### src/madfd_pkg.sv
`timescale 1ns / 1ps
// ----------------------------------------------------------------------------
// madfd_pkg
// shared types and constants of the multi-lane converter frame deserializer
// ----------------------------------------------------------------------------
package madfd_pkg;

    localparam int unsigned IN_LANES     = 8;
    localparam int unsigned RAW_W        = 32;
    localparam int unsigned TOP_BITS     = 20;
    localparam int unsigned STATUS_BITS  = 8;
    localparam int unsigned SIZE_W       = 6;
    localparam int unsigned TOP_SHIFT_W  = 4;
    localparam int unsigned PKT_W        = 4;

    localparam logic       KIND_START = 1'b0;
    localparam logic       KIND_TICK  = 1'b1;

    localparam logic [1:0] MODE_20 = 2'd0;
    localparam logic [1:0] MODE_24 = 2'd1;
    localparam logic [1:0] MODE_32 = 2'd2;

    localparam logic [SIZE_W-1:0] SIZE_20 = 6'd20;
    localparam logic [SIZE_W-1:0] SIZE_24 = 6'd24;
    localparam logic [SIZE_W-1:0] SIZE_32 = 6'd32;

    localparam logic [PKT_W-1:0] CHANNEL_PACKETS = 4'd8;

    typedef struct packed {
        logic                kind;
        logic [IN_LANES-1:0] lane_bits;
    } item_t;

    typedef struct packed {
        logic [PKT_W-1:0]           packet_index;
        logic [RAW_W-1:0]           raw_value;
        logic signed [TOP_BITS-1:0] result_signed;
        logic                       is_status;
        logic                       frame_done;
    } result_t;

    typedef struct packed {
        logic                   push;
        logic [PKT_W-1:0]       packet_number;
        logic [TOP_SHIFT_W-1:0] top_shift;
    } pkt_ctrl_t;

endpackage

### src/madfd_lane.sv
`timescale 1ns / 1ps
// ----------------------------------------------------------------------------
// madfd_lane
// one data lane: shift register taking one serial bit per tick
// ----------------------------------------------------------------------------
module madfd_lane #(
    parameter int unsigned WIDTH = 32
) (
    input  logic             clk,
    input  logic             rst_n,
    input  logic             shift_en,
    input  logic             clear,
    input  logic             data_bit,
    output logic [WIDTH-1:0] shift_next
);

    logic [WIDTH-1:0] shift_reg;

    assign shift_next = {shift_reg[WIDTH-2:0], data_bit};

    always_ff @(posedge clk or negedge rst_n)
    begin
        if (!rst_n)
        begin
            shift_reg <= '0;
        end
        else if (clear)
        begin
            shift_reg <= '0;
        end
        else if (shift_en)
        begin
            shift_reg <= shift_next;
        end
    end

endmodule

### src/madfd_merge.sv
`timescale 1ns / 1ps
// ----------------------------------------------------------------------------
// madfd_merge
// picks the lane of the finished packet, forms the result word and holds it
// in a two-entry output queue
// ----------------------------------------------------------------------------
module madfd_merge import madfd_pkg::*; #(
    parameter int unsigned LANES  = 8,
    parameter int unsigned LANE_W = 32
) (
    input  logic                          clk,
    input  logic                          rst_n,
    input  pkt_ctrl_t                     ctrl,
    input  logic [LANES-1:0][LANE_W-1:0]  lane_next,
    output result_t                       result,
    output logic                          result_valid,
    input  logic                          result_stall,
    output logic                          full
);

    logic [LANE_W-1:0] lane_sel;
    logic [RAW_W-1:0]  raw_chan;
    logic [RAW_W-1:0]  top_word;
    result_t           word_new;
    result_t           head_reg;
    result_t           head_next;
    result_t           skid_reg;
    result_t           skid_next;
    logic              head_valid_reg;
    logic              head_valid_next;
    logic              skid_valid_reg;
    logic              skid_valid_next;
    logic              pop;

    // lane mux
    always_comb
    begin
        lane_sel = '0;
        for (int k = 0; k < LANES; k++)
        begin
            if (PKT_W'(k) == ctrl.packet_number)
            begin
                lane_sel = lane_next[k];
            end
        end
    end

    assign raw_chan = RAW_W'(lane_sel);
    assign top_word = raw_chan >> ctrl.top_shift;

    always_comb
    begin
        word_new.packet_index = ctrl.packet_number;
        if (ctrl.packet_number < CHANNEL_PACKETS)
        begin
            word_new.raw_value     = raw_chan;
            word_new.result_signed = $signed(top_word[TOP_BITS-1:0]);
            word_new.is_status     = 1'b0;
            word_new.frame_done    = 1'b0;
        end
        else
        begin
            word_new.packet_index  = CHANNEL_PACKETS;
            word_new.raw_value     = RAW_W'(lane_next[0][STATUS_BITS-1:0]);
            word_new.result_signed = '0;
            word_new.is_status     = 1'b1;
            word_new.frame_done    = 1'b1;
        end
    end

    // output queue
    assign pop = head_valid_reg && !result_stall;

    always_comb
    begin
        head_next       = head_reg;
        skid_next       = skid_reg;
        head_valid_next = head_valid_reg;
        skid_valid_next = skid_valid_reg;
        if (pop)
        begin
            if (skid_valid_reg)
            begin
                head_next       = skid_reg;
                skid_valid_next = 1'b0;
            end
            else
            begin
                head_valid_next = 1'b0;
            end
        end
        if (ctrl.push)
        begin
            if (!head_valid_next)
            begin
                head_next       = word_new;
                head_valid_next = 1'b1;
            end
            else
            begin
                skid_next       = word_new;
                skid_valid_next = 1'b1;
            end
        end
    end

    always_ff @(posedge clk or negedge rst_n)
    begin
        if (!rst_n)
        begin
            head_valid_reg <= 1'b0;
            skid_valid_reg <= 1'b0;
        end
        else
        begin
            head_valid_reg <= head_valid_next;
            skid_valid_reg <= skid_valid_next;
        end
    end

    always_ff @(posedge clk)
    begin
        head_reg <= head_next;
        skid_reg <= skid_next;
    end

    assign result       = head_reg;
    assign result_valid = head_valid_reg;
    assign full         = skid_valid_reg;

endmodule

### src/multilane_adc_frame_deserializer.sv
`timescale 1ns / 1ps
// ----------------------------------------------------------------------------
// multilane_adc_frame_deserializer
// frame receiver for a converter shifting results out on parallel data lanes
// ----------------------------------------------------------------------------
// Takes one input word every clock cycle unless stalled: a start word arms a
// frame, each tick word in a frame shifts one bit into every lane register in
// the same cycle. A completing tick pushes its result word into a two-entry
// output queue behind the lane mux, whose head register drives the output;
// the input only stalls while two result words wait on the downstream side.
// ----------------------------------------------------------------------------
module multilane_adc_frame_deserializer import madfd_pkg::*; #(
    parameter int unsigned LANES           = 8,
    parameter int unsigned MAX_PACKET_BITS = 32
) (
    input  logic       clk,
    input  logic       rst_n,
    input  logic       item_valid,
    output logic       item_stall,
    input  item_t      item,
    output logic       result_valid,
    input  logic       result_stall,
    output result_t    result,
    input  logic       cfg_valid,
    output logic       cfg_ready,
    input  logic [1:0] cfg_data
);

    localparam int unsigned LANE_W = MAX_PACKET_BITS;
    localparam int unsigned CNT_W  = $clog2(MAX_PACKET_BITS);
    localparam logic [SIZE_W-1:0] MAX_SIZE = SIZE_W'(MAX_PACKET_BITS);

    logic [1:0]                   mode_reg;
    logic [CNT_W-1:0]             bit_in_packet_reg;
    logic [CNT_W-1:0]             bit_in_packet_next;
    logic [PKT_W-1:0]             packet_number_reg;
    logic [PKT_W-1:0]             packet_number_next;
    logic                         receiving_reg;
    logic                         receiving_next;
    logic [SIZE_W-1:0]            size_mode;
    logic [SIZE_W-1:0]            size;
    logic [CNT_W:0]               count;
    logic                         accept;
    logic                         start;
    logic                         tick;
    logic                         complete;
    logic                         channel;
    logic                         queue_full;
    pkt_ctrl_t                    ctrl;
    logic [LANES-1:0][LANE_W-1:0] lane_next;

    // configuration
    assign cfg_ready = 1'b1;

    always_ff @(posedge clk or negedge rst_n)
    begin
        if (!rst_n)
        begin
            mode_reg <= MODE_20;
        end
        else if (cfg_valid && cfg_ready)
        begin
            mode_reg <= cfg_data;
        end
    end

    always_comb
    begin
        case (mode_reg)
            MODE_20: size_mode = SIZE_20;
            MODE_24: size_mode = SIZE_24;
            MODE_32: size_mode = SIZE_32;
            default: size_mode = SIZE_32;
        endcase
        size = size_mode;
        if (size > MAX_SIZE)
        begin
            size = MAX_SIZE;
        end
        if (size < SIZE_20)
        begin
            size = SIZE_20;
        end
    end

    // frame control
    assign item_stall = queue_full;
    assign accept     = item_valid && !item_stall;
    assign start      = accept && (item.kind == KIND_START);
    assign tick       = accept && (item.kind == KIND_TICK) && receiving_reg;
    assign count      = {1'b0, bit_in_packet_reg} + (CNT_W + 1)'(1);
    assign complete   = tick && (SIZE_W'(count) >= size);
    assign channel    = packet_number_reg < CHANNEL_PACKETS;

    always_comb
    begin
        bit_in_packet_next = bit_in_packet_reg;
        packet_number_next = packet_number_reg;
        receiving_next     = receiving_reg;
        if (start)
        begin
            bit_in_packet_next = '0;
            packet_number_next = '0;
            receiving_next     = 1'b1;
        end
        else if (complete)
        begin
            bit_in_packet_next = '0;
            if (channel)
            begin
                packet_number_next = packet_number_reg + PKT_W'(1);
            end
            else
            begin
                packet_number_next = '0;
                receiving_next     = 1'b0;
            end
        end
        else if (tick)
        begin
            bit_in_packet_next = count[CNT_W-1:0];
        end
    end

    always_ff @(posedge clk or negedge rst_n)
    begin
        if (!rst_n)
        begin
            bit_in_packet_reg <= '0;
            packet_number_reg <= '0;
            receiving_reg     <= 1'b0;
        end
        else
        begin
            bit_in_packet_reg <= bit_in_packet_next;
            packet_number_reg <= packet_number_next;
            receiving_reg     <= receiving_next;
        end
    end

    // lanes
    for (genvar k = 0; k < LANES; k++)
    begin : g_lane
        logic data_bit;
        if (k < IN_LANES)
        begin : g_in
            assign data_bit = item.lane_bits[k];
        end
        else
        begin : g_zero
            assign data_bit = 1'b0;
        end
        madfd_lane #(
            .WIDTH (LANE_W)
        ) u_lane (
            .clk        (clk),
            .rst_n      (rst_n),
            .shift_en   (tick),
            .clear      (start || complete),
            .data_bit   (data_bit),
            .shift_next (lane_next[k])
        );
    end

    // merge
    assign ctrl.push          = complete;
    assign ctrl.packet_number = packet_number_reg;
    assign ctrl.top_shift     = TOP_SHIFT_W'(size - SIZE_20);

    madfd_merge #(
        .LANES  (LANES),
        .LANE_W (LANE_W)
    ) u_merge (
        .clk          (clk),
        .rst_n        (rst_n),
        .ctrl         (ctrl),
        .lane_next    (lane_next),
        .result       (result),
        .result_valid (result_valid),
        .result_stall (result_stall),
        .full         (queue_full)
    );

    // checks
    a_pkt_range: assert property (@(posedge clk) disable iff (!rst_n)
        packet_number_reg <= CHANNEL_PACKETS)
        else $error("packet number out of range");

    a_idle_clean: assert property (@(posedge clk) disable iff (!rst_n)
        !receiving_reg |-> (packet_number_reg == '0 && bit_in_packet_reg == '0))
        else $error("counters not clear while idle");

    a_status_ends: assert property (@(posedge clk) disable iff (!rst_n)
        (complete && !channel && !start) |=> !receiving_reg)
        else $error("frame not closed after status packet");

    a_push_room: assert property (@(posedge clk) disable iff (!rst_n)
        complete |-> !queue_full)
        else $error("result pushed into full queue");

endmodule

### config.mk
export PLATFORM = sky130hd
export DESIGN_NAME = multilane_adc_frame_deserializer
export DESIGN_NICKNAME = d
export VERILOG_FILES = /design/src/madfd_pkg.sv /design/src/madfd_lane.sv /design/src/madfd_merge.sv /design/src/multilane_adc_frame_deserializer.sv
export SDC_FILE = /design/constraint.sdc
export NUM_CORES = 1
export LEC_CHECK = 0
export BUFFER_PORTS_ARGS = -buffer_cell sky130_fd_sc_hd__buf_4
export CORE_ASPECT_RATIO = 1.1
export CORE_UTILIZATION = 65
export CTS_CLUSTER_DIAMETER = 50
export CTS_CLUSTER_SIZE = 8
export DETAILED_ROUTE_END_ITERATION = 8
export PLACE_DENSITY = 0.82
export SLEW_MARGIN = 0
export SYNTH_ARGS = -nofsm -noshare
export SYNTH_HDL_FRONTEND = slang
export SYNTH_SLANG_ARGS = --single-unit
### constraint.sdc
create_clock -name clk -period 16.6 [get_ports clk]
set_clock_uncertainty 0.15 [all_clocks]
set_input_delay 3.32 -clock clk [delete_from_list [all_inputs] [get_ports clk]]
set_output_delay 3.32 -clock clk [all_outputs]
set_load 0.02 [all_outputs]
; ---- After elaboration in Yosys (flattened, before gate mapping)
; Cells that the tools add are included.
[totals]
in_bits = 16
reg_bits = 378
out_inout_bits = 61
wordCells = 106
[op_classes]
mux = 48
n_shift = 1
n_eq_ne = 9
add_sub_neg = 3
bitwise_logic = 1
magnitude_cmp = 4
reduce_logical = 16
[op_table]
columns = op, count
row1 = $mux 31, 16
row2 = $mux 32, 8
row3 = $mux 58, 4
row4 = $mux 54, 1
row5 = $shr 32x4->20, 1
row6 = $eq 3x4->1 const A, 4
row7 = $mux 4, 4
row8 = $mux 5, 3
row9 = $mux 6, 2
row10 = $pmux 6 s2, 1
row11 = $mux 1, 9
row12 = $eq 2x4->1 const A, 2
row13 = $add 5x1->6 const B, 1
row14 = $ge 6x6->1, 1
row15 = $gt 6x6->1 const B, 1
row16 = $logic_and 1x1->1, 6
row17 = $lt 6x5->1 const B, 1
row18 = $add 4x1->4 const B, 1
row19 = $eq 1x4->1 const A, 1
row20 = $logic_not 4->1, 1
row21 = $lt 4x4->1 const B, 1
row22 = $reduce_and 2->1, 2
row23 = $reduce_bool 2->1, 2
row24 = $sub 4x3->4 const B, 1
row25 = 7 further kinds, 8

; ---- Longest topological paths before layout
[depth]
word_depth = 13
ltp_mapped = 14
depth_no_buf = 10

; ---- By module
; From an unflattened synthesis, not the netlist that was laid out.
[unflattened]
cells_unflattened = 1893
hier_area_um2 = 20100.5
[modules_own_cells]
columns = module, area_each_um2, cells_each, instances, seq_area_each_um2
row1 = madfd_lane, 1292.5, 101, 8, 775.7
row2 = madfd_merge, 8957.3, 998, 1, 2892.8
row3 = multilane_adc_frame_deserializer, 803.3, 87, 1, 300.3

; ---- Worst setup path before layout
; No wires, ideal clock.
[synth_path]
kind = input port to flip-flop
startpoint = in item_valid
endpoint = reg u_merge.skid_reg[0] (netlist bit), enable pin
path_slack_ps = 9793
required_time_ps = 15980
setup_ps = 470
cell_stages = 4
t_arrival_ps = 6187
path_buffers = 0
path_cell_list = nand4b_1 o21bai_1 a21o_1 nor2_1
[synth_between]
elab_chain_len = 5
[synth_lines]
columns = element, line
row1 = start: declaration, multilane_adc_frame_deserializer.sv:18  ; input logic item_valid,
row2 = $logic_and 1x1->1, multilane_adc_frame_deserializer.sv:88  ; assign accept = item_valid && !item_stall;
row3 = $logic_and 1x1->1 (2 in series), multilane_adc_frame_deserializer.sv:90  ; assign tick = accept && (item.kind == KIND_TICK) && receiving_reg;
row4 = $logic_and 1x1->1, multilane_adc_frame_deserializer.sv:92  ; assign complete = tick && (SIZE_W'(count) >= size);
row5 = $reduce_and 2->1 (no source line), n/a
row6 = end signal: assignment, madfd_merge.sv:124  ; skid_reg <= skid_next;
row7 = end: declaration, madfd_merge.sv:27  ; result_t skid_reg;
; Every way passes these cells.
; A chain may end at the register's enable or synchronous reset.

==> impl_results.rst <==
.. list-table::
   :header-rows: 1

   * - Metric
     - Value
   * - Ratio of routed vias to standard cells
     - 6.91
   * - Area of the mapped netlist
     - 0.0177 mm2
   * - Post-cts resize count
     - 0
   * - Routability congestion estimate from global placement
     - 0.934
   * - Setup total negative slack
     - 0 ns
   * - TritonCTS buffer count
     - 53
   * - Clock buffer depth
     - 3
   * - Number of routed nets with antenna violations
     - 0
   * - Count of unique library cells instantiated by Yosys
     - 72
   * - Hold buffer count at cts
     - 0
   * - Initial antenna violation count
     - 0
   * - Die area
     - 0.0278 mm2
   * - Relative slew slack
     - 7.70%
   * - Maximum clock frequency
     - 0.183 GHz
   * - Fraction of layout instances using a drive strength above 1
     - 12.6%
   * - TritonCTS clock tree
     - yes
   * - Met3 wire length
     - 4.02 mm
   * - Die span in y
     - 175 um
   * - Antenna Diode Count
     - 0
   * - Wire length per cell after detailed routing
     - 22.9 um
   * - Max-cap violations
     - 0
   * - Number of clock sinks
     - 376
   * - Iter 0 DRT Violations
     - 1950
   * - Portion of the post-synthesis area used by sequential elements
     - 53.2%
   * - Maximum fanout along the worst path
     - 97
   * - Effective utilization at floorplan
     - 67.0%
   * - Placed Cells
     - 1923
   * - CTS Root Cell
     - sky130_fd_sc_hd__clkbuf_16
   * - Endpoint kind of the worst setup timing path
     - flop
   * - Leakage power
     - 8.72 nW
   * - Worst hold-check path type
     - reg -> reg
   * - P_sw
     - 0.622 mW
   * - Power Density
     - 119 mW/mm2
   * - Data required time of the critical path
     - 16.84 ns
   * - Yosys reg bits
     - 376
   * - Number of vias after detailed routing
     - 13800
   * - Via count of the first global-routing pass
     - 13300
   * - Minimum hold slack
     - 0.333 ns
   * - Clock latency reported for the late side of the worst-skew pair
     - 0.55 ns
   * - Final global-route overflow total
     - 0
   * - Number of endpoints failing setup at the final stage
     - 0
   * - Placed wire-length estimate after detailed placement
     - 27.6 mm
   * - Total power draw
     - 2.35 mW
   * - Unrepaired setup endpoints after global routing
     - no
   * - NumNets Final
     - 1653
   * - Data arrival, critical path
     - 5.70 ns
   * - Layout overhead on the synthesized area
     - 11.9%
   * - DIE WIDTH
     - 159 um
   * - Number of non-filler instances in the completed layout
     - 2003
   * - Final worst path period share
     - 32.9%
   * - Met1 routed wirelength after detailed routing
     - 19.4 mm
   * - Leading cell types in the layout, fill and taps excluded
     - sky130_fd_sc_hd__dfrtp_1, sky130_fd_sc_hd__a22o_1, sky130_fd_sc_hd__a21oi_1
   * - Clock power frac
     - 41.9%
   * - Synthesized Nets
     - 1655
   * - Count of flip-flops with a built-in enable after synthesis
     - 56
   * - Sequential Power Share
     - 43.4%
   * - Top layer reached by signal wires
     - met4
   * - Switching portion of total power
     - 26.5%
   * - Shortest clock period the worst path allows after layout
     - 5.45 ns
   * - Setup CP Type
     - in -> reg
   * - Postcts setup bufs
     - 0
   * - Number of iterations in the first detailed-routing pass
     - 7
   * - Metal2 WL
     - 21.1 mm
   * - Number of warnings issued by yosys
     - 0
   * - Placement Rows
     - 62
   * - Boundary Pins
     - 77
   * - Worst ir drop on vdd
     - 97.9 uV
   * - Global router's overall resource usage
     - 33.4%
   * - Post-synthesis cell count
     - 1628
   * - Internal power
     - 1.72 mW
   * - Worst Max-Slew Pin Slew
     - 1.38 ns
   * - Top flip-flop cell by instance count after synthesis
     - sky130_fd_sc_hd__dfrtp_1
   * - Max-slew violation count
     - 0
   * - Leading cell type in the layout, fill and taps excluded
     - sky130_fd_sc_hd__dfrtp_1
   * - Average cell area after synthesis
     - 10.8 um2
   * - First-pass GRT wire length
     - 74.2 mm
   * - Pin count of the biggest net entering global routing
     - 255
   * - Share of synthesized registers carrying an async set or reset
     - 69.7%
   * - Flip-flop count of the largest register after layout
     - 248
   * - I/O Buffers
     - 75
   * - DRC violation count after routing
     - 0
   * - H-tree depth reported by CTS
     - 2
   * - Critical Path Source Type
     - input pin
   * - Drt total wl
     - 45.8 mm
   * - Outcome
     - finished clean
   * - Worst-path clk slew
     - 0.05 ns
   * - Final hold vios
     - 0
   * - Area of the placeable core
     - 0.0264 mm2
   * - Part of the power in combinational logic
     - 14.7%
[critical path, cell delays in order]
cell and delay, ns:
sky130_fd_sc_hd__buf_4 0.11, sky130_fd_sc_hd__o21ai_0 0.49, sky130_fd_sc_hd__inv_1 0.17, sky130_fd_sc_hd__a211oi_4 0.19, sky130_fd_sc_hd__buf_4 0.70, sky130_fd_sc_hd__nand2_1 0.29
sky130_fd_sc_hd__o32ai_1 0.29, sky130_fd_sc_hd__a211oi_1 0.07
[area by class of cell]
| class | count | area, um2 |
|---|---|---|
| tap | 352 | 440 |
| multi-input combinational | 1051 | 7480 |
| timing repair buffer | 96 | 753 |
| inverter | 48 | 180 |
| clock inverter | 3 | 43.8 |
| sequential | 376 | 9400 |
| clock buffer | 77 | 1460 |
| fill | 1803 | 6620 |
[cell usage after synthesis (all sizes together), types with 6 or more instances]
| master | number | area, um2 |
|---|---|---|
| a21oi | 129 | 649 |
| nand3 | 7 | 35.0 |
| a221oi | 18 | 213 |
| dfrtp | 262 | 6560 |
| nor2 | 68 | 263 |
| inv | 47 | 176 |
| o2bb2ai | 11 | 96.3 |
| mux2 | 20 | 225 |
| dfxtp | 58 | 1160 |
| ha | 11 | 138 |
| nor3b | 7 | 57.6 |
| nand2b | 8 | 50.1 |
| a221o | 7 | 70.1 |
| nor2b | 37 | 231 |
| clkbuf | 92 | 345 |
| nand2 | 107 | 402 |
| edfxtp | 56 | 1680 |
| mux2i | 61 | 611 |
| buf | 61 | 307 |
| nor3 | 9 | 45.0 |
| a211oi | 39 | 328 |
| a31oi | 6 | 37.5 |
| nand3b | 44 | 330 |
| a22oi | 11 | 82.6 |
| o21ai | 69 | 345 |
| o22ai | 33 | 213 |
| a21o | 30 | 225 |
| a22o | 253 | 2220 |
[per-layer routing]
metal  vias up  track usage, %
met5         -               0
met4         0            11.4
met3       114            6.29
met2       742            50.4
met1      6868            48.8
li1       6116               -
[power groups by stage]
stage	clock [mW]	combinational (mW)	sequential, mW
6_report	0.983	0.346	1.02
4_1_cts	0.989	0.343	1.02
2_1_floorplan	0	0.172	1.07
3_5_place_dp	0	0.339	1.03
3_3_place_gp	0	0.332	1.03
5_1_grt	1.03	0.369	1.02
[metrics by stage]
stage          area, um2  util, %  worst slack, ns
2_1_floorplan      17700        -             9.79
3_3_place_gp       18300     69.2            10.73
3_5_place_dp       18300     69.2            10.63
4_1_cts            19800     74.9            11.18
5_1_grt            19800     74.9            10.98
6_report           19800     74.9            11.15
[path summary, 6_finish.rpt]
check | slack, ns | from | end | cells after the start
max | 11.15 | result_stall | u_merge.result[9] | 8
min | 0.33 | u_merge.result[1] | u_merge.result[1] | 2
max reg2reg | 12.52 | packet_number_reg[1] | u_merge.result[14] | 9
min reg2reg | 0.33 | u_merge.result[1] | u_merge.result[1] | 2
max in group asynchronous | 12.12 | rst_n | g_lane[7].u_lane.shift_reg[30] | 2
min in group asynchronous | 2.69 | rst_n | g_lane[1].u_lane.shift_reg[20] | 1
[kinds of logic after synthesis]
| group | count (synthesis) | share of synthesized area [%] |
|---|---|---|
| other | 1 | 0.0212 |
| adder cells (fa/ha/maj) | 11 | 0.779 |
| multiplexers | 81 | 4.73 |
| buffers and inverters | 201 | 4.71 |
| AND/OR/NAND/NOR | 306 | 8.87 |
| AO/OA/AOI/OAI | 649 | 27.5 |
| flip-flops | 376 | 53.2 |
| XOR/XNOR | 3 | 0.149 |
Note: power is estimated with default switching activity, not from simulation.
